$ cat src/sv/sbt_pkg.sv
// Shared types, constants and byte-class functions of the source byte tokenizer.
// Used by the front, queue, back and top-level modules. No dependencies.

package sbt_pkg;

  localparam int unsigned OFFSET_BITS_DEF   = 16;
  localparam int unsigned KEYWORD_CHARS_DEF = 6;
  localparam int unsigned QUEUE_DEPTH_DEF   = 4;

  localparam int unsigned KIND_BITS    = 6;
  localparam int unsigned POS_BITS     = 16;
  localparam int unsigned BYTE_BITS    = 8;
  localparam int unsigned KW_BUF_BITS  = 64;
  localparam int unsigned KW_COUNT     = 10;

  localparam logic [POS_BITS-1:0] LEN_MAX = '1;

  localparam logic [KIND_BITS-1:0] KIND_END     = 6'd0;
  localparam logic [KIND_BITS-1:0] KIND_IDENT   = 6'd1;
  localparam logic [KIND_BITS-1:0] KIND_NUMBER  = 6'd2;
  localparam logic [KIND_BITS-1:0] KIND_STRING  = 6'd3;
  localparam logic [KIND_BITS-1:0] KIND_KW_BASE = 6'd4;
  localparam logic [KIND_BITS-1:0] KIND_EQ_EQ   = 6'd14;
  localparam logic [KIND_BITS-1:0] KIND_NOT_EQ  = 6'd15;
  localparam logic [KIND_BITS-1:0] KIND_GE      = 6'd16;
  localparam logic [KIND_BITS-1:0] KIND_LE      = 6'd17;
  localparam logic [KIND_BITS-1:0] KIND_ASSIGN  = 6'd18;
  localparam logic [KIND_BITS-1:0] KIND_GT      = 6'd19;
  localparam logic [KIND_BITS-1:0] KIND_LT      = 6'd20;
  localparam logic [KIND_BITS-1:0] KIND_PLUS    = 6'd21;
  localparam logic [KIND_BITS-1:0] KIND_MINUS   = 6'd22;
  localparam logic [KIND_BITS-1:0] KIND_STAR    = 6'd23;
  localparam logic [KIND_BITS-1:0] KIND_SLASH   = 6'd24;
  localparam logic [KIND_BITS-1:0] KIND_LPAREN  = 6'd25;
  localparam logic [KIND_BITS-1:0] KIND_RPAREN  = 6'd26;
  localparam logic [KIND_BITS-1:0] KIND_LBRACE  = 6'd27;
  localparam logic [KIND_BITS-1:0] KIND_RBRACE  = 6'd28;
  localparam logic [KIND_BITS-1:0] KIND_LBRACK  = 6'd29;
  localparam logic [KIND_BITS-1:0] KIND_RBRACK  = 6'd30;
  localparam logic [KIND_BITS-1:0] KIND_COMMA   = 6'd31;
  localparam logic [KIND_BITS-1:0] KIND_BAD     = 6'd32;
  localparam logic [KIND_BITS-1:0] KIND_UNTERM  = 6'd33;

  localparam logic [7:0] CH_TAB    = 8'h09;
  localparam logic [7:0] CH_CR     = 8'h0D;
  localparam logic [7:0] CH_SPACE  = 8'h20;
  localparam logic [7:0] CH_BANG   = 8'h21;
  localparam logic [7:0] CH_QUOTE  = 8'h22;
  localparam logic [7:0] CH_LPAREN = 8'h28;
  localparam logic [7:0] CH_RPAREN = 8'h29;
  localparam logic [7:0] CH_STAR   = 8'h2A;
  localparam logic [7:0] CH_PLUS   = 8'h2B;
  localparam logic [7:0] CH_COMMA  = 8'h2C;
  localparam logic [7:0] CH_MINUS  = 8'h2D;
  localparam logic [7:0] CH_SLASH  = 8'h2F;
  localparam logic [7:0] CH_ZERO   = 8'h30;
  localparam logic [7:0] CH_NINE   = 8'h39;
  localparam logic [7:0] CH_LT     = 8'h3C;
  localparam logic [7:0] CH_EQ     = 8'h3D;
  localparam logic [7:0] CH_GT     = 8'h3E;
  localparam logic [7:0] CH_UP_A   = 8'h41;
  localparam logic [7:0] CH_UP_Z   = 8'h5A;
  localparam logic [7:0] CH_LBRACK = 8'h5B;
  localparam logic [7:0] CH_RBRACK = 8'h5D;
  localparam logic [7:0] CH_UNDER  = 8'h5F;
  localparam logic [7:0] CH_LO_A   = 8'h61;
  localparam logic [7:0] CH_LO_Z   = 8'h7A;
  localparam logic [7:0] CH_LBRACE = 8'h7B;
  localparam logic [7:0] CH_RBRACE = 8'h7D;

  // Keyword text packed with its first character in the lowest byte.
  localparam logic [KW_BUF_BITS-1:0] KW_TEXT [KW_COUNT] = '{
    64'h0000_0074_6E69_7270,  // print
    64'h0000_0000_0000_6669,  // if
    64'h0000_0000_6573_6C65,  // else
    64'h0000_0065_6C69_6877,  // while
    64'h0000_0000_0072_6F66,  // for
    64'h0000_0000_0000_6E69,  // in
    64'h0000_0000_0000_6E66,  // fn
    64'h0000_6E72_7574_6572,  // return
    64'h0000_0000_6575_7274,  // true
    64'h0000_0065_736C_6166   // false
  };
  localparam logic [POS_BITS-1:0] KW_LEN [KW_COUNT] = '{
    16'd5, 16'd2, 16'd4, 16'd5, 16'd3, 16'd2, 16'd2, 16'd6, 16'd4, 16'd5
  };

  typedef enum logic [5:0] {
    MODE_IDLE   = 6'b000001,
    MODE_IDENT  = 6'b000010,
    MODE_NUMBER = 6'b000100,
    MODE_STRING = 6'b001000,
    MODE_OP     = 6'b010000,
    MODE_ERROR  = 6'b100000
  } mode_t;

  typedef struct packed {
    logic [KIND_BITS-1:0] kind;
    logic [POS_BITS-1:0]  start;
    logic [POS_BITS-1:0]  len;
    logic [BYTE_BITS-1:0] bad;
    logic                 sat;
  } tok_t;

  // A bundle holds the one or two tokens that one accepted byte yields.
  typedef struct packed {
    tok_t tok0;
    tok_t tok1;
    logic two;
  } bundle_t;

  function automatic logic is_alpha(input logic [7:0] b);
    return ((b >= CH_LO_A) && (b <= CH_LO_Z)) || ((b >= CH_UP_A) && (b <= CH_UP_Z)) ||
           (b == CH_UNDER);
  endfunction

  function automatic logic is_digit(input logic [7:0] b);
    return (b >= CH_ZERO) && (b <= CH_NINE);
  endfunction

  function automatic logic is_space(input logic [7:0] b);
    return (b == CH_SPACE) || ((b >= CH_TAB) && (b <= CH_CR));
  endfunction

  function automatic logic [KIND_BITS-1:0] single_kind(input logic [7:0] b);
    logic [KIND_BITS-1:0] k;
    case (b)
      CH_EQ:     k = KIND_ASSIGN;
      CH_GT:     k = KIND_GT;
      CH_LT:     k = KIND_LT;
      CH_PLUS:   k = KIND_PLUS;
      CH_MINUS:  k = KIND_MINUS;
      CH_STAR:   k = KIND_STAR;
      CH_SLASH:  k = KIND_SLASH;
      CH_LPAREN: k = KIND_LPAREN;
      CH_RPAREN: k = KIND_RPAREN;
      CH_LBRACE: k = KIND_LBRACE;
      CH_RBRACE: k = KIND_RBRACE;
      CH_LBRACK: k = KIND_LBRACK;
      CH_RBRACK: k = KIND_RBRACK;
      CH_COMMA:  k = KIND_COMMA;
      default:   k = KIND_END;
    endcase
    return k;
  endfunction

  function automatic logic [KIND_BITS-1:0] word_kind(input logic [KW_BUF_BITS-1:0] text,
                                                     input logic [POS_BITS-1:0] len);
    logic [KIND_BITS-1:0] k;
    k = KIND_IDENT;
    for (int i = 0; i < KW_COUNT; i++) begin
      if ((len == KW_LEN[i]) && (text == KW_TEXT[i])) begin
        k = KIND_KW_BASE + KIND_BITS'(i);
      end
    end
    return k;
  endfunction

endpackage

$ cat src/sv/sbt_front.sv
// Front end of the source byte tokenizer: accepts bytes, tracks the scan state
// and pushes the tokens each byte produces (none, one or two) into the queue. Uses sbt_pkg.

module sbt_front #(
  parameter int unsigned OFFSET_BITS   = sbt_pkg::OFFSET_BITS_DEF,
  parameter int unsigned KEYWORD_CHARS = sbt_pkg::KEYWORD_CHARS_DEF
) (
  input  logic             clk,
  input  logic             rst_n,
  input  logic             in_tvalid,
  output logic             in_tready,
  input  logic [7:0]       in_tdata,
  input  logic             in_tlast,
  input  logic             q_full,
  output logic             q_push,
  output sbt_pkg::bundle_t q_data
);

  localparam int unsigned WORD_BITS = 8 * KEYWORD_CHARS;
  localparam int unsigned PB = sbt_pkg::POS_BITS;

  sbt_pkg::mode_t         mode_r, mode_nxt;
  logic [7:0]             pend_r, pend_nxt;
  logic [WORD_BITS-1:0]   word_r, word_nxt;
  logic [PB-1:0]          len_r, len_nxt;
  logic                   sat_r, sat_nxt;
  logic [OFFSET_BITS-1:0] start_r, start_nxt;
  logic [OFFSET_BITS-1:0] offset_r, offset_nxt;

  logic                   accept;
  logic [7:0]             b;
  logic                   is_end;
  logic [OFFSET_BITS-1:0] off_inc;

  logic [WORD_BITS-1:0]   grow_word;
  logic [PB-1:0]          grow_len;
  logic                   grow_sat;

  sbt_pkg::tok_t          run_tok;
  sbt_pkg::tok_t          flush_tok;
  logic                   flush_has;
  sbt_pkg::mode_t         flush_mode;

  sbt_pkg::tok_t          fresh_tok;
  logic                   fresh_has;
  logic                   fresh_run;
  logic                   fresh_err;
  sbt_pkg::mode_t         fresh_mode;
  logic [OFFSET_BITS-1:0] fresh_start;
  logic [PB-1:0]          fresh_len;
  logic [WORD_BITS-1:0]   fresh_word;
  logic [7:0]             fresh_pend;

  sbt_pkg::tok_t          tok_a, tok_b;
  logic                   has_a, has_b;
  logic                   use_flush, use_fresh;

  assign in_tready = !q_full;
  assign accept    = in_tvalid && in_tready;
  assign b         = in_tdata;
  assign is_end    = in_tlast || (b == 8'h00);
  assign off_inc   = offset_r + {{(OFFSET_BITS-1){1'b0}}, 1'b1};

  always_comb begin
    grow_word = word_r;
    for (int i = 0; i < KEYWORD_CHARS; i++) begin
      if (len_r == PB'(i)) begin
        grow_word[8*i +: 8] = b;
      end
    end
    if (len_r != sbt_pkg::LEN_MAX) begin
      grow_len = len_r + 16'd1;
      grow_sat = sat_r;
    end else begin
      grow_len = len_r;
      grow_sat = 1'b1;
    end
  end

  always_comb begin
    run_tok.kind  = sbt_pkg::KIND_IDENT;
    run_tok.start = PB'(start_r);
    run_tok.len   = len_r;
    run_tok.bad   = '0;
    run_tok.sat   = sat_r;

    flush_tok  = run_tok;
    flush_has  = 1'b0;
    flush_mode = mode_r;
    case (mode_r)
      sbt_pkg::MODE_IDENT: begin
        flush_tok.kind = sbt_pkg::word_kind(sbt_pkg::KW_BUF_BITS'(word_r), len_r);
        flush_has      = 1'b1;
        flush_mode     = sbt_pkg::MODE_IDLE;
      end
      sbt_pkg::MODE_NUMBER: begin
        flush_tok.kind = sbt_pkg::KIND_NUMBER;
        flush_has      = 1'b1;
        flush_mode     = sbt_pkg::MODE_IDLE;
      end
      sbt_pkg::MODE_OP: begin
        flush_has     = 1'b1;
        flush_tok.len = 16'd1;
        flush_tok.sat = 1'b0;
        if (pend_r == sbt_pkg::CH_BANG) begin
          flush_tok.kind = sbt_pkg::KIND_BAD;
          flush_tok.bad  = sbt_pkg::CH_BANG;
          flush_mode     = sbt_pkg::MODE_ERROR;
        end else begin
          flush_tok.kind = sbt_pkg::single_kind(pend_r);
          flush_mode     = sbt_pkg::MODE_IDLE;
        end
      end
      default: begin
        flush_has = 1'b0;
      end
    endcase
  end

  always_comb begin
    fresh_tok.kind  = sbt_pkg::single_kind(b);
    fresh_tok.start = PB'(offset_r);
    fresh_tok.len   = 16'd1;
    fresh_tok.bad   = '0;
    fresh_tok.sat   = 1'b0;
    fresh_has   = 1'b0;
    fresh_run   = 1'b0;
    fresh_err   = 1'b0;
    fresh_mode  = sbt_pkg::MODE_IDLE;
    fresh_start = offset_r;
    fresh_len   = '0;
    fresh_word  = '0;
    fresh_pend  = '0;
    if (sbt_pkg::is_space(b)) begin
      fresh_has = 1'b0;
    end else if (b == sbt_pkg::CH_QUOTE) begin
      fresh_run   = 1'b1;
      fresh_mode  = sbt_pkg::MODE_STRING;
      fresh_start = off_inc;
    end else if (sbt_pkg::is_alpha(b) || sbt_pkg::is_digit(b)) begin
      fresh_run  = 1'b1;
      fresh_mode = sbt_pkg::is_alpha(b) ? sbt_pkg::MODE_IDENT : sbt_pkg::MODE_NUMBER;
      fresh_len  = 16'd1;
      fresh_word = WORD_BITS'(b);
    end else if ((b == sbt_pkg::CH_EQ) || (b == sbt_pkg::CH_BANG) ||
                 (b == sbt_pkg::CH_GT) || (b == sbt_pkg::CH_LT)) begin
      fresh_run  = 1'b1;
      fresh_mode = sbt_pkg::MODE_OP;
      fresh_pend = b;
    end else if (fresh_tok.kind != sbt_pkg::KIND_END) begin
      fresh_has = 1'b1;
    end else begin
      fresh_has      = 1'b1;
      fresh_err      = 1'b1;
      fresh_tok.kind = sbt_pkg::KIND_BAD;
      fresh_tok.bad  = b;
    end
  end

  always_comb begin
    mode_nxt   = mode_r;
    pend_nxt   = pend_r;
    word_nxt   = word_r;
    len_nxt    = len_r;
    sat_nxt    = sat_r;
    start_nxt  = start_r;
    offset_nxt = off_inc;
    use_flush  = 1'b0;
    use_fresh  = 1'b0;
    tok_a      = run_tok;
    tok_b      = fresh_tok;
    has_a      = 1'b0;
    has_b      = 1'b0;

    if (is_end) begin
      if (mode_r == sbt_pkg::MODE_STRING) begin
        tok_a.kind = sbt_pkg::KIND_UNTERM;
        has_a      = 1'b1;
      end else begin
        tok_a = flush_tok;
        has_a = flush_has;
      end
      tok_b.kind  = sbt_pkg::KIND_END;
      tok_b.start = PB'(offset_r);
      tok_b.len   = '0;
      tok_b.bad   = '0;
      tok_b.sat   = 1'b0;
      has_b       = 1'b1;
      mode_nxt    = sbt_pkg::MODE_IDLE;
      pend_nxt    = '0;
      word_nxt    = '0;
      len_nxt     = '0;
      sat_nxt     = 1'b0;
      start_nxt   = '0;
      offset_nxt  = '0;
    end else begin
      case (mode_r)
        sbt_pkg::MODE_STRING: begin
          if (b == sbt_pkg::CH_QUOTE) begin
            tok_a.kind = sbt_pkg::KIND_STRING;
            has_a      = 1'b1;
            mode_nxt   = sbt_pkg::MODE_IDLE;
          end else begin
            word_nxt = grow_word;
            len_nxt  = grow_len;
            sat_nxt  = grow_sat;
          end
        end
        sbt_pkg::MODE_IDENT, sbt_pkg::MODE_NUMBER: begin
          if (sbt_pkg::is_digit(b) ||
              (sbt_pkg::is_alpha(b) && (mode_r == sbt_pkg::MODE_IDENT))) begin
            word_nxt = grow_word;
            len_nxt  = grow_len;
            sat_nxt  = grow_sat;
          end else begin
            use_flush = 1'b1;
            use_fresh = 1'b1;
          end
        end
        sbt_pkg::MODE_OP: begin
          if (b == sbt_pkg::CH_EQ) begin
            tok_a.len = 16'd2;
            tok_a.sat = 1'b0;
            case (pend_r)
              sbt_pkg::CH_EQ:   tok_a.kind = sbt_pkg::KIND_EQ_EQ;
              sbt_pkg::CH_BANG: tok_a.kind = sbt_pkg::KIND_NOT_EQ;
              sbt_pkg::CH_GT:   tok_a.kind = sbt_pkg::KIND_GE;
              default:          tok_a.kind = sbt_pkg::KIND_LE;
            endcase
            has_a    = 1'b1;
            pend_nxt = '0;
            mode_nxt = sbt_pkg::MODE_IDLE;
          end else begin
            use_flush = 1'b1;
            use_fresh = (pend_r != sbt_pkg::CH_BANG);
          end
        end
        sbt_pkg::MODE_IDLE: begin
          use_fresh = 1'b1;
        end
        default: begin
          mode_nxt = sbt_pkg::MODE_ERROR;
        end
      endcase

      if (use_flush) begin
        tok_a    = flush_tok;
        has_a    = flush_has;
        mode_nxt = flush_mode;
        if (mode_r == sbt_pkg::MODE_OP) begin
          pend_nxt = '0;
        end
      end
      if (use_fresh) begin
        has_b = fresh_has;
        if (fresh_run) begin
          mode_nxt  = fresh_mode;
          start_nxt = fresh_start;
          len_nxt   = fresh_len;
          sat_nxt   = 1'b0;
          word_nxt  = fresh_word;
          if (fresh_mode == sbt_pkg::MODE_OP) begin
            pend_nxt = fresh_pend;
          end
        end else if (fresh_err) begin
          mode_nxt = sbt_pkg::MODE_ERROR;
        end
      end
    end
  end

  assign q_push        = accept && (has_a || has_b);
  assign q_data.tok0   = has_a ? tok_a : tok_b;
  assign q_data.tok1   = tok_b;
  assign q_data.two    = has_a && has_b;

  always_ff @(posedge clk) begin
    if (!rst_n) begin
      mode_r   <= sbt_pkg::MODE_IDLE;
      pend_r   <= '0;
      word_r   <= '0;
      len_r    <= '0;
      sat_r    <= 1'b0;
      start_r  <= '0;
      offset_r <= '0;
    end else if (accept) begin
      mode_r   <= mode_nxt;
      pend_r   <= pend_nxt;
      word_r   <= word_nxt;
      len_r    <= len_nxt;
      sat_r    <= sat_nxt;
      start_r  <= start_nxt;
      offset_r <= offset_nxt;
    end
  end

endmodule

$ cat src/sv/sbt_queue.sv
// Token bundle queue between the front and back ends of the source byte tokenizer.
// Register-based FIFO; its depth must be a power of two (not enforced). Uses sbt_pkg.

module sbt_queue #(
  parameter int unsigned DEPTH = sbt_pkg::QUEUE_DEPTH_DEF
) (
  input  logic             clk,
  input  logic             rst_n,
  input  logic             push,
  input  sbt_pkg::bundle_t push_data,
  output logic             full,
  input  logic             pop,
  output sbt_pkg::bundle_t pop_data,
  output logic             empty
);

  localparam int unsigned PW = (DEPTH > 1) ? $clog2(DEPTH) : 1;
  localparam int unsigned CW = $clog2(DEPTH + 1);

  sbt_pkg::bundle_t mem_r [DEPTH];
  logic [PW-1:0]    wr_ptr_r, wr_ptr_nxt;
  logic [PW-1:0]    rd_ptr_r, rd_ptr_nxt;
  logic [CW-1:0]    count_r, count_nxt;
  logic             do_push, do_pop;

  assign full     = (count_r == CW'(DEPTH));
  assign empty    = (count_r == '0);
  assign do_push  = push && !full;
  assign do_pop   = pop && !empty;
  assign pop_data = mem_r[rd_ptr_r];

  always_comb begin
    wr_ptr_nxt = do_push ? wr_ptr_r + {{(PW-1){1'b0}}, 1'b1} : wr_ptr_r;
    rd_ptr_nxt = do_pop ? rd_ptr_r + {{(PW-1){1'b0}}, 1'b1} : rd_ptr_r;
    count_nxt  = count_r;
    if (do_push && !do_pop) begin
      count_nxt = count_r + {{(CW-1){1'b0}}, 1'b1};
    end else if (do_pop && !do_push) begin
      count_nxt = count_r - {{(CW-1){1'b0}}, 1'b1};
    end
  end

  always_ff @(posedge clk) begin
    if (do_push) begin
      mem_r[wr_ptr_r] <= push_data;
    end
  end

  always_ff @(posedge clk) begin
    if (!rst_n) begin
      wr_ptr_r <= '0;
      rd_ptr_r <= '0;
      count_r  <= '0;
    end else begin
      wr_ptr_r <= wr_ptr_nxt;
      rd_ptr_r <= rd_ptr_nxt;
      count_r  <= count_nxt;
    end
  end

endmodule

$ cat src/sv/sbt_back.sv
// Back end of the source byte tokenizer: splits queued bundles into single tokens
// and holds each in the output register until it is taken. Uses sbt_pkg.

module sbt_back (
  input  logic             clk,
  input  logic             rst_n,
  input  logic             q_empty,
  input  sbt_pkg::bundle_t q_data,
  output logic             q_pop,
  output logic             out_tvalid,
  input  logic             out_tready,
  output logic [39:0]      out_tdata,
  output logic [6:0]       out_tuser,
  output logic             out_tlast
);

  logic          valid_r, valid_nxt;
  logic          sel_r, sel_nxt;
  sbt_pkg::tok_t tok_r, tok_nxt;
  logic          last_r, last_nxt;
  logic          load;

  assign load = (!valid_r || out_tready) && !q_empty;

  always_comb begin
    valid_nxt = valid_r;
    sel_nxt   = sel_r;
    tok_nxt   = tok_r;
    last_nxt  = last_r;
    q_pop     = 1'b0;
    if (!valid_r || out_tready) begin
      valid_nxt = !q_empty;
    end
    if (load) begin
      tok_nxt = sel_r ? q_data.tok1 : q_data.tok0;
      if (q_data.two && !sel_r) begin
        sel_nxt  = 1'b1;
        last_nxt = 1'b0;
      end else begin
        sel_nxt  = 1'b0;
        last_nxt = 1'b1;
        q_pop    = 1'b1;
      end
    end
  end

  always_ff @(posedge clk) begin
    if (!rst_n) begin
      valid_r <= 1'b0;
      sel_r   <= 1'b0;
    end else begin
      valid_r <= valid_nxt;
      sel_r   <= sel_nxt;
    end
  end

  always_ff @(posedge clk) begin
    tok_r  <= tok_nxt;
    last_r <= last_nxt;
  end

  assign out_tvalid = valid_r;
  assign out_tdata  = {tok_r.bad, tok_r.len, tok_r.start};
  assign out_tuser  = {tok_r.sat, tok_r.kind};
  assign out_tlast  = last_r;

endmodule

$ cat src/sv/source_byte_tokenizer.sv
// Top level of the source byte tokenizer: front end, bundle queue and back end.
// Depends on sbt_pkg, sbt_front, sbt_queue and sbt_back.
//
//   Channel   Direction  Ports                   Transaction
//   in_       input      tvalid tready tdata tlast  one source byte, tlast ends source
//   out_      output     tvalid tready tdata tuser tlast  one token, tlast on last of byte
//
// A byte is taken every cycle while the queue has room; each byte gives zero, one or
// two tokens, and the back end sends one token per cycle from its output register
// while out_tready is high. A token passes through a queue entry and then that register.
// Reset clears the scan state, the offset, the queue pointers and count, and the output valid flag.
// A stalled output fills the QUEUE_DEPTH-entry queue, and then in_tready drops.

module source_byte_tokenizer #(
  parameter int unsigned OFFSET_BITS   = sbt_pkg::OFFSET_BITS_DEF,
  parameter int unsigned KEYWORD_CHARS = sbt_pkg::KEYWORD_CHARS_DEF,
  parameter int unsigned QUEUE_DEPTH   = sbt_pkg::QUEUE_DEPTH_DEF
) (
  input  logic        clk,
  input  logic        rst_n,
  input  logic        in_tvalid,
  output logic        in_tready,
  input  logic [7:0]  in_tdata,   // [7:0] byte_in
  input  logic        in_tlast,
  output logic        out_tvalid,
  input  logic        out_tready,
  output logic [39:0] out_tdata,  // [15:0] start_offset, [31:16] token_length, [39:32] bad_byte
  output logic [6:0]  out_tuser,  // [5:0] kind, [6] too_long
  output logic        out_tlast
);

  logic             q_push, q_full, q_pop, q_empty;
  sbt_pkg::bundle_t q_in, q_out;

  sbt_front #(
    .OFFSET_BITS  (OFFSET_BITS),
    .KEYWORD_CHARS(KEYWORD_CHARS)
  ) u_front (
    .clk      (clk),
    .rst_n    (rst_n),
    .in_tvalid(in_tvalid),
    .in_tready(in_tready),
    .in_tdata (in_tdata),
    .in_tlast (in_tlast),
    .q_full   (q_full),
    .q_push   (q_push),
    .q_data   (q_in)
  );

  sbt_queue #(
    .DEPTH(QUEUE_DEPTH)
  ) u_queue (
    .clk      (clk),
    .rst_n    (rst_n),
    .push     (q_push),
    .push_data(q_in),
    .full     (q_full),
    .pop      (q_pop),
    .pop_data (q_out),
    .empty    (q_empty)
  );

  sbt_back u_back (
    .clk       (clk),
    .rst_n     (rst_n),
    .q_empty   (q_empty),
    .q_data    (q_out),
    .q_pop     (q_pop),
    .out_tvalid(out_tvalid),
    .out_tready(out_tready),
    .out_tdata (out_tdata),
    .out_tuser (out_tuser),
    .out_tlast (out_tlast)
  );

endmodule
$ cat config.mk
export PLATFORM = sky130hd
export DESIGN_NAME = source_byte_tokenizer
export DESIGN_NICKNAME = d
export VERILOG_FILES = /design/src/sv/sbt_pkg.sv /design/src/sv/sbt_front.sv /design/src/sv/sbt_queue.sv /design/src/sv/sbt_back.sv /design/src/sv/source_byte_tokenizer.sv
export SDC_FILE = /design/constraint.sdc
export NUM_CORES = 1
export LEC_CHECK = 0
export ABC_AREA = 1
export BUFFER_PORTS_ARGS = -buffer_cell sky130_fd_sc_hd__buf_2
export CAP_MARGIN = 20
export CORE_UTILIZATION = 65
export DETAILED_ROUTE_END_ITERATION = 7
export PLACE_DENSITY = 0.83
export SYNTH_ARGS = -nofsm -noshare
export SYNTH_HDL_FRONTEND = slang
export SYNTH_SLANG_ARGS = --single-unit
$ cat constraint.sdc
create_clock -name clk -period 20.5 [get_ports clk]
set_input_delay 5.125 -clock clk [delete_from_list [all_inputs] [get_ports clk]]
set_output_delay 5.125 -clock clk [all_outputs]
set_load 0.02 [all_outputs]
* Yosys cells after proc, flatten, opt, wreduce, memory -nomap -nowiden
Memories as Yosys holds them, arrays and structs flattened. A register that Yosys moved wholly into a read port is not among the register bits. Cells that the tools add are included. W data, S select, Z words.
Operators by class: magnitude comparators 8, reduce and logical (&&, ||, !) cells 52, mux-type cells 144, equal/unequal tests 58, add/subtract/negate cells 6
Operators by type and width (number):
- $mux W48 | 7
- $mux W16 | 16
- $mux W47 | 5
- $eq A8 B6 Y1 const B | 24
- $mux W8 | 24
- $eq A48 B15 Y1 const B | 3
- $eq A48 B39 Y1 const B | 3
- $pmux W5 S14 | 2
- $mux W6 | 20
- $eq A48 B31 Y1 const B | 2
- $pmux W48 S2 | 1
- $eq A8 B7 Y1 const B | 9
- $mux W25 | 2
- $eq A16 B3 Y1 const B | 3
- $eq A48 B23 Y1 const B | 1
- $eq A48 B47 Y1 const B | 1
- $mux W1 | 40
- $pmux W6 S3 | 2
- $add A16 B1 Y16 const B | 2
- $eq A16 B2 Y1 const B | 2
- $pmux W16 S2 | 1
- $logic_and A1 B1 Y1 | 24
- $mux W4 | 6
- $pmux W6 S2 | 2
- 34 further kinds | 66
Storage, ports and cells: flip-flop bits (word level) 168, memories kept 1, output and inout port bits 50, input port bits 13, word-level logic and storage cells 287, bits in writable memories 380
Memory list:
- u_queue.mem_r | depth 4, width 95, read ports 1, clocked after memory_dff 1, write ports 1, RTL line sbt_queue.sv:20 | sbt_pkg::bundle_t mem_r [DEPTH];

* Logic depth before layout (Yosys ltp)
Gate-level depths: netlist (run 1).
word-level depth 18, gate-level depth with buffers 19, depth with buffers taken out 19

* By module
Synthesis (run 1) repeated with hierarchy kept, for this count alone.
Unflattened totals: cells, all modules 2780, area total of the unflattened synthesis 25359.3 sq um
By module, submodules not included:
- sbt_queue | area an instance 14554.0 sq um, cells an instance 988, instances 1, sequential area each 11591.1 sq um
- sbt_front | area an instance 8680.8 sq um, cells an instance 1578, instances 1, sequential area each 2222.1 sq um
- sbt_back | area an instance 2124.5 sq um, cells an instance 214, instances 1, sequential area each 1481.4 sq um

* Worst setup path after synthesis (run 1)
OpenSTA, ideal clock, no wires.
path type input to register, start input port in_tdata[0], end memory u_queue.mem_r[0][0] (netlist bit), enable pin, buffers on the path 1, library setup time 0.517 ns, arrival 9.761 ns, cell stages on the path 11, slack 10.221 ns, data required time 19.983 ns, cell sequence buf_2 inv_4 nand2_1 o21ai_1 o21ai_4 nand4_4 nor2_1 nand2_1 nand3_1 nand2_1 nor2_1
Between the ends: longest elaborated chain between the ends 16, elaborated cells between the ends (all ways) 53, those cells by class order compare: 8; eq/ne: 7; mux: 20; reduce/logical: 18
RTL lines:
- from (decl) | RTL line source_byte_tokenizer.sv:23 | input logic [7:0] in_tdata,
- $ge A8 B7 Y1 / $le A8 B7 Y1 (equally long branches) | RTL line sbt_pkg.sv:113 | return ((b >= CH_LO_A) && (b <= CH_LO_Z)) || ((b >= CH_UP_A) && (b <= CH_UP_Z)) ||
- $logic_and A1 B1 Y1 | RTL line sbt_pkg.sv:113
- $logic_or A1 B1 Y1 (2 in a row) | RTL line sbt_pkg.sv:113
- $logic_and A1 B1 Y1 | RTL line sbt_front.sv:211 | (sbt_pkg::is_alpha(b) && (mode_r == sbt_pkg::MODE_IDENT))) begin
- $logic_or A1 B1 Y1 | RTL line sbt_front.sv:210 | if (sbt_pkg::is_digit(b) ||
- $mux W1 | RTL line sbt_front.sv:210
- $pmux W1 S3 / $pmux W1 S2 (equally long branches) | RTL line sbt_front.sv:197 | case (mode_r)
- $mux W1 | RTL line sbt_front.sv:175 | if (is_end) begin
- $mux W1 (on tied branches) | RTL line sbt_front.sv:254, sbt_front.sv:246
- $mux W1 | RTL line sbt_front.sv:175
- $logic_or A1 B1 Y1 * | RTL line sbt_front.sv:272 | assign q_push = accept && (has_a || has_b);
- $logic_and A1 B1 Y1 * | RTL line sbt_front.sv:272
- $logic_and A1 B1 Y1 * | RTL line sbt_queue.sv:28 | assign do_push = push && !full;
- $mux W1 * | RTL line sbt_queue.sv:44 | if (do_push) begin
- $mux W1 (not written as such) * | RTL line sbt_queue.sv:45 | mem_r[wr_ptr_r] <= push_data;
- to (decl) | RTL line sbt_queue.sv:20
Every way passes the cells marked *; elsewhere a longest branch is shown, timed or not. The select of a mux whose other input is x is not followed.

* Final worst setup path (run 1)
start input port in_tdata[1], end memory u_queue.mem_r[3][85] (netlist bit), enable pin
Same word-level chain as after synthesis.

==> results.md, run 1 <==
* Status: finished with violations
* Failing checks: DRC
* R2R Setup Slk at 15520 ps
* CTS tree: built
* Final #Nets at 2755
* Register area share after synthesis at 56.62%
* Post-route DRC at 18
* First-pass iteration count of the detailed router at 8
* Max_cap viols at 0
* Slew Limit Fails at 0
* CTS sink cnt at 486
* Final Hold Violating Endpoints at 0
* Setup violators final at 0
* Pwr Density at 106.7 mW/mm2
* Largest family of logic cells by synthesized area: simple AND/OR/NAND/NOR gates
* Post-cts hold buffer count at 0
* Initial Utilization at 66.24%
* Critical setup path kind: in -> reg
* Flops & latches, synth at 486
* Mapped cell area at 0.02362 mm2
* Leakage at ~9 nW
* # resized after CTS at 0
* DR vias at slightly below 20k
* Ys Warns at 0
* Clock Tree Buf Depth at 3
* Least-Margin Pin Slew at 1123 ps
* Proportion of synthesized area in mux cells at 0%
* Fillers at 2558
* Post-synthesis compound-gate area fraction at 12.86%
* Post-Route Utilization at 71.77%
* Largest net degree at the start of global routing at around 110
* DR iter-0 viols at 2398
* Post-synth cell types at 46
* WL final at 61.75 mm
* Hold WS at 462.7 ps
* Final ANT Viol Nets at 0
* Die X at roughly 190 um
* Post-route minimum period at 8851 ps
* Area contributors post-synth: edfxtp_1 (46%), dfxtp_1 (10%), nor2_1 (8.5%), nand2_1 (8.5%), o21ai_0 (6.1%)
* Setup TNS at 0 ps
* Relative slew slack at 25.11%
* CTS Buf Count at 48
* Avg Inst Size Synth at 8.592 um2
* RSZ-0062 raised after global routing: no
* Top-count cell post-synth: nor2_1
* DP Wirelength at 38.94 mm
* Max Clk Rate at around 110 MHz
* GR Util All Layers at between 30% and 40%
* Pwr Total at 2.731 mW
* I/O Buffers at 62
* Critical Path AT at 9060 ps
* Worst-path clk slew at 60 ps
* Post-synth EDFFs at 364
* Critical path required time at 20710 ps
* Share of layout cells above drive strength 1 at 7.798%
* Post-route cell area at 0.02559 mm2
* Worst reg2reg path endpoint: u_queue.mem_r[3][85]
* HP Class: reg -> reg
* GPL Wtd Cong at 0.9417
* Rows at 69
* Initial antenna violation count at 1
* Synth area leader: edfxtp_1
* Top cell type's share of synthesized area at a little under half
* Post-CTS setup buffer count at 0
* Global-route congestion overflow total at 0
* Simple-gate area share of the yosys netlist at 23.68%
* CP Launch Type: input pin
* Async SR Flop Fraction at 0%
* Root Buffer: clkbuf_16
* Commonest cells in the synthesized netlist: nor2_1 (535), nand2_1 (532), edfxtp_1 (364), o21ai_0 (287), a21oi_1 (180)
* Die H at 192.6 um
* Skew-Pair Late Insertion Delay at 610 ps
* H-tree depth at 2
* WHS Path Cells at 2
* Final Cycle Share at 43.17%
* Placed cell areas at 0.02405 mm2
* Max VDD drop at 130.7 uV
* Vias in the first global route at 18.26k
* WL/cell at ~19 um
* Core area at between 0.03 and 0.04 mm2
* Top FF cell, synth: edfxtp_1
* Min-delay src: u_queue.rd_ptr_r[1]
* Gate Count Post-Synth at 2749
* # diodes at 0
* Top-Level Pins at 63
* First-pass GRT wire length at 96.44 mm
* Area overhead of the layout relative to synthesis at 8.338%
* Crit. End Element: register
* DR vias/cell at roughly 6.1
* Path depth of the worst reg2reg path at 12
* Crit Path Max Fanout at 57
* Die area at 0.03710 mm2
* Clock skew at slightly above 30 ps
* Synth Net Count at 2773
* RR Startpoint: u_front.mode_r[0]
* Synth Area in Adders at 0.6145%
* XOR/XNOR Fraction of Synth Area at 0.5562%
## kinds of logic (layout without fill, tap and decap cells)
kind of cell | after synthesis | count (layout)
flip-flops | 486 | 486
buffers and inverters | 328 | 349
adder cells (fa/ha/maj) | 11 | 11
AO/OA/AOI/OAI | 574 | 574
AND/OR/NAND/NOR | 1335 | 1335
XOR/XNOR | 15 | 15
## power by group
group / leakage (nW) / total (mW) / internal (mW) / switching, mW
clock: 0.740 / 0.858 / 0.489 / 0.369
sequential: 4.42 / 1.27 / 1.21 / 0.0607
combinational: 4.07 / 0.599 / 0.160 / 0.438
## cell usage in the layout (no fill, tap or decap), drive strengths merged
master,instances
a211oi,1
a21boi,3
a21oi,180
a22oi,2
a2bb2oi,2
a31oi,35
a41oi,2
and2,3
buf,77
bufinv,3
clkbuf,69
clkinv,14
clkinvlp,3
dfxtp,122
edfxtp,364
fa,1
ha,10
inv,183
nand2,546
nand3,149
nand3b,8
nand4,33
nor2,550
nor3,44
nor4,2
o211ai,6
o21a,2
o21ai,295
o21bai,1
o22ai,45
xnor2,1
xor2,14
## registers in the layout (all words and copies together), names as in the netlist, named ones only
name	flops
u_back.out_tvalid	1
u_queue.count_r	3
u_back.sel_r	1
u_front.start_r	16
u_front.word_r	48
u_queue.rd_ptr_r	2
u_queue.wr_ptr_r	2
u_front.sat_r	1
u_front.offset_r	16
u_back.out_tdata	40
u_front.len_r	16
u_queue.mem_r	316
u_back.out_tuser	7
u_front.mode_r	6
u_back.out_tlast	1
u_front.pend_r	8
## critical path: stages
cell and delay (ps):
buf_2 160, inv_2 180, nor2_1 180, nand2_1 110
nor2_4 510, nand2_2 240, inv_1 190, nor3_1 70
nand2_1 140, nand2_2 60, nand3_1 160, nand2_1 300
nor2_4 720, buf_4 760
## through the flow
stage                     setup slack [ps]  instances
after detailed placement             11090       3142
final                                11650       3231
after CTS                            11720       3231
after floorplan                      10220       2749
after global routing                 11350       3231
after global placement               11070       3141
## how the worst max path moves through the flow
stage	to	slack, ps	start
floorplan	u_queue.mem_r[0][0]	10220	in_tdata[0]
global placement	u_queue.mem_r[1][4]	11070	in_tdata[4]
detailed placement	u_queue.mem_r[0][64]	11090	in_tdata[1]
CTS	u_queue.mem_r[0][84]	11720	in_tdata[1]
global route	u_queue.mem_r[0][84]	11350	in_tdata[1]
finish	u_queue.mem_r[3][85]	11650	in_tdata[1]
## cell type report
class	instances	area (um2)	area share [%]
clock buffer	69	1320	5.159
clock inverter	20	219.0	0.8557
inverter	183	691.9	2.704
multi-input combinational	1935	8960	35.02
sequential	486	13380	52.28
tap	461	576.8	2.254
timing repair buffer	77	442.9	1.731
## per-layer routing
layer	GRT usage, %	wire length, um	vias up	share of wire, %
li1	-	-	9288	-
met1	45.32	24480	9291	40
met2	53.74	29250	1112	47
met3	5.965	6164	145	10
met4	12.54	1855	0	3.0
met5	0	0	-	0
Note: power is estimated with default switching activity, not from simulation.
==> run 2: changes to the inputs <==
--- a/config.mk
+++ b/config.mk
@@ -5,12 +5,12 @@
 export SDC_FILE = /design/constraint.sdc
 export NUM_CORES = 1
 export LEC_CHECK = 0
-export ABC_AREA = 1
+export ABC_AREA = 0
 export BUFFER_PORTS_ARGS = -buffer_cell sky130_fd_sc_hd__buf_2
 export CAP_MARGIN = 20
-export CORE_UTILIZATION = 65
+export CORE_UTILIZATION = 62
 export DETAILED_ROUTE_END_ITERATION = 7
-export PLACE_DENSITY = 0.83
+export PLACE_DENSITY = 0.79
 export SYNTH_ARGS = -nofsm -noshare
 export SYNTH_HDL_FRONTEND = slang
 export SYNTH_SLANG_ARGS = --single-unit
==> constraint.sdc (replaced) <==
create_clock -name clk -period 8.9 [get_ports clk]
set_input_delay 2.225 -clock clk [delete_from_list [all_inputs] [get_ports clk]]
set_output_delay 2.225 -clock clk [all_outputs]
set_load 0.02 [all_outputs]
==> run 2 against run 1 <==
- the run still ends with DRC left
- clock power rose by 140%
- utilization is 2.0 points lower
- critical path depth shrank 7
- clock skew fell by 16 ps
- register-to-register slack worse by 11000 ps
- die area is 6.5% lower
- sequential share of layout area rose by 5.1 points
==> results.md, run 2 <==
* Status: finished with violations
* Failing checks: DRC
* Final worst setup slack at between 3000 and 4000 ps
* Worst-path clk slew at ~60 ps
* Setup TNS at 0 ps
* HP Class: reg -> reg
* Max incr delay on CP at around 800 ps
* Pwr Total at 6.156 mW
* DR vias at roughly 14k
* CP Cell Sequence: buf_2 > nor3_1 > and4_1 > nand2_1 > a41oi_4 > and2_4 > buf_4
* Flops & latches, synth at between 400 and 500
* Rows at 67
* Commonest cells in the synthesized netlist: edfxtp_1 (364), nand2_1 (152), dfxtp_1 (122), mux4_2 (79), nor2_1 (78)
* Post-route DRC at 4
* Post-CTS setup buffer count at 0
* Most flop-heavy register: u_queue.mem_r
* Initial Utilization at 62.91%
* Hold WS at approximately 470 ps
* Die area at 0.03468 mm2
* Synth Net Count at approximately 1.6k
* Setup violators final at 0
* Root Buffer: clkbuf_16
* Ys Warns at 0
* Crit. End Element: register
* Register area share after synthesis at 63.55%
* Final Cycle Share at 64.83%
* I/O Buffers at 62
* DP Wirelength at 30.27 mm
* Final Hold Violating Endpoints at 0
* Area contributors post-synth: edfxtp_1 (52%), dfxtp_1 (12%), mux4_2 (8.5%), nand2_1 (2.7%), a22o_1 (2.0%)
* # resized after CTS at 0
* Clock Tree Buf Depth at 3
* Final #Nets at roughly 1.6k
* Slew Limit Fails at 0
* Relative slew slack at 26.80%
* CTS tree: built
* First-pass GRT wire length at 74.97 mm
* Die X at around 190 um
* Most frequent cells in the layout: edfxtp_1 (364), nand2_1 (152), dfxtp_1 (119), mux4_2 (79), nor2_1 (78)
* Skew-Pair Late Insertion Delay at 570 ps
* Initial antenna violation count at 0
* Gate Count Post-Synth at roughly 1.5k
* Crit Path Max Fanout at 42
* Core area at 0.03345 mm2
* Largest net degree at the start of global routing at 74
* Finished Layout Cells at 2056
* Max_cap viols at 0
* RSZ-0062 raised after global routing: no
* DR vias/cell at 6.646
* Leakage at 7.880 nW
* Avg Inst Size Synth at 13.72 um2
* Global-route congestion overflow total at 0
* Commonest non-fill, non-tap cell in the layout: edfxtp_1
* Post-cts hold buffer count at 0
* CP Launch Type: input pin
* Share of layout cells above drive strength 1 at 19.29%
* Post-synth cell types at 80
* Critical Path AT at between 5000 and 6000 ps
* Top delay family on crit path: simple AND/OR/NAND/NOR gates
* Top FF cell, synth: edfxtp_1
* Pwr Density at 263.8 mW/mm2
* Clock skew at 14.77 ps
* Critical setup path kind: in -> reg
* Post-synth EDFFs at around 360
* Least-Margin Pin Slew at 1088 ps
* CP max-delay cell: and4_1
* Mapped cell area at 0.02104 mm2
* Max Clk Rate at 173.3 MHz
* First-pass iteration count of the detailed router at 7
* Final ANT Viol Nets at 0
* Area overhead of the layout relative to synthesis at 10.90%
* GPL Wtd Cong at 0.9819
* Top-count cell post-synth: edfxtp_1
* WL/cell at 24.05 um
* Async SR Flop Fraction at 0%
* Vias in the first global route at 13.12k
* Critical path required time at between 9000 and 10000 ps
* DR iter-0 viols at 1505
* Largest register FFs at ~320
* Die H at 186.2 um
* CTS Buf Count at 47
* Top-Level Pins at 63
* Post-placement cell count at 1967
* H-tree depth at 2
* Synth area leader: edfxtp_1
* Max VDD drop at 274.9 uV
* Buf/Inv on CP at 2
* Post-route minimum period at ~5800 ps
* Top cell type's share of synthesized area at 51.94%
* Setup WS pre-CTS at 2651 ps
* CTS sink cnt at approximately 490
* GR Util All Layers at approximately 29%
* WL final at 49.44 mm
-- run 2: changes by cell type after synthesis, moves of 26 or more --
cell,previous run,this run
clkbuf_1,103,77
o22ai_1,45,6
nand3_1,145,39
nand2_1,532,152
nor2_1,535,78
and3_1,0,41
mux2_2,0,33
o21ai_0,287,53
nor2b_1,0,31
inv_1,165,17
mux4_2,0,79
a22o_1,0,48
a21oi_1,180,48
-- run 2: layer usage --
layer  GRT usage, %  up-vias  wire (um)  part of all wire [%]
met5              0        -          0                     0
met3          5.374      117       3946                   8.0
met1          39.50     6824      19980                    40
li1               -     6040          -                     -
met2          46.31      684      23960                    48
met4          11.34        0       1551                   3.1
-- run 2: cell type report --
class / instances / area [um2]
fillers: 2180 / 10110
diodes: 1 / 2.502
flip-flops and latches: 486 / 13380
well taps: 448 / 560.5
multi-input cells: 938 / 7274
inverters: 17 / 63.81
repair buffers: 78 / 430.4
clock inverters: 22 / 324.1
clock buffers: 66 / 1299
-- run 2: final timing paths --
| check | startpoint | to | slack, ps | cells past startpoint |
|---|---|---|---|---|
| min reg2reg | u_front.word_r[13] | u_front.word_r[13] | 470 | 1 |
| max reg2reg | u_front.mode_r[0] | u_queue.mem_r[2][73] | 4740 | 8 |
| max | in_tdata[4] | u_queue.mem_r[2][73] | 3130 | 7 |
| min | u_front.word_r[13] | u_front.word_r[13] | 470 | 1 |
-- run 2: worst register-to-register path: cells and delay by family (launching register included) --
kind,cells,cell delay [ps]
compound gates,2,750
buf+inv,1,610
flops,1,380
simple gates,5,2020
-- run 2: kinds of logic (layout without fill, tap and decap cells) --
kind of cell,count (synthesis),in the layout,share of synthesized area [%]
simple gates,530,530,13.53
flops,486,486,63.55
compound gates,259,259,8.895
mux,115,115,10.36
buf+inv,110,183,2.016
xor+xnor,23,23,0.9573
fa+ha+maj,11,11,0.6897
other cells,0,1,0
-- run 2: power by group --
group	internal, mW	total (mW)	switching, mW
logic	0.478	1.18	0.701
clock network	1.25	2.08	0.829
registers	2.78	2.89	0.111
total	4.51	6.16	1.64
-- run 2: metrics by stage --
step	instance area, um2	utilization (%)
4_1_cts	23330	69.76
5_1_grt	23330	69.76
6_report	23340	69.77
3_5_place_dp	21710	64.91
2_1_floorplan	21040	-
3_3_place_gp	21710	64.91
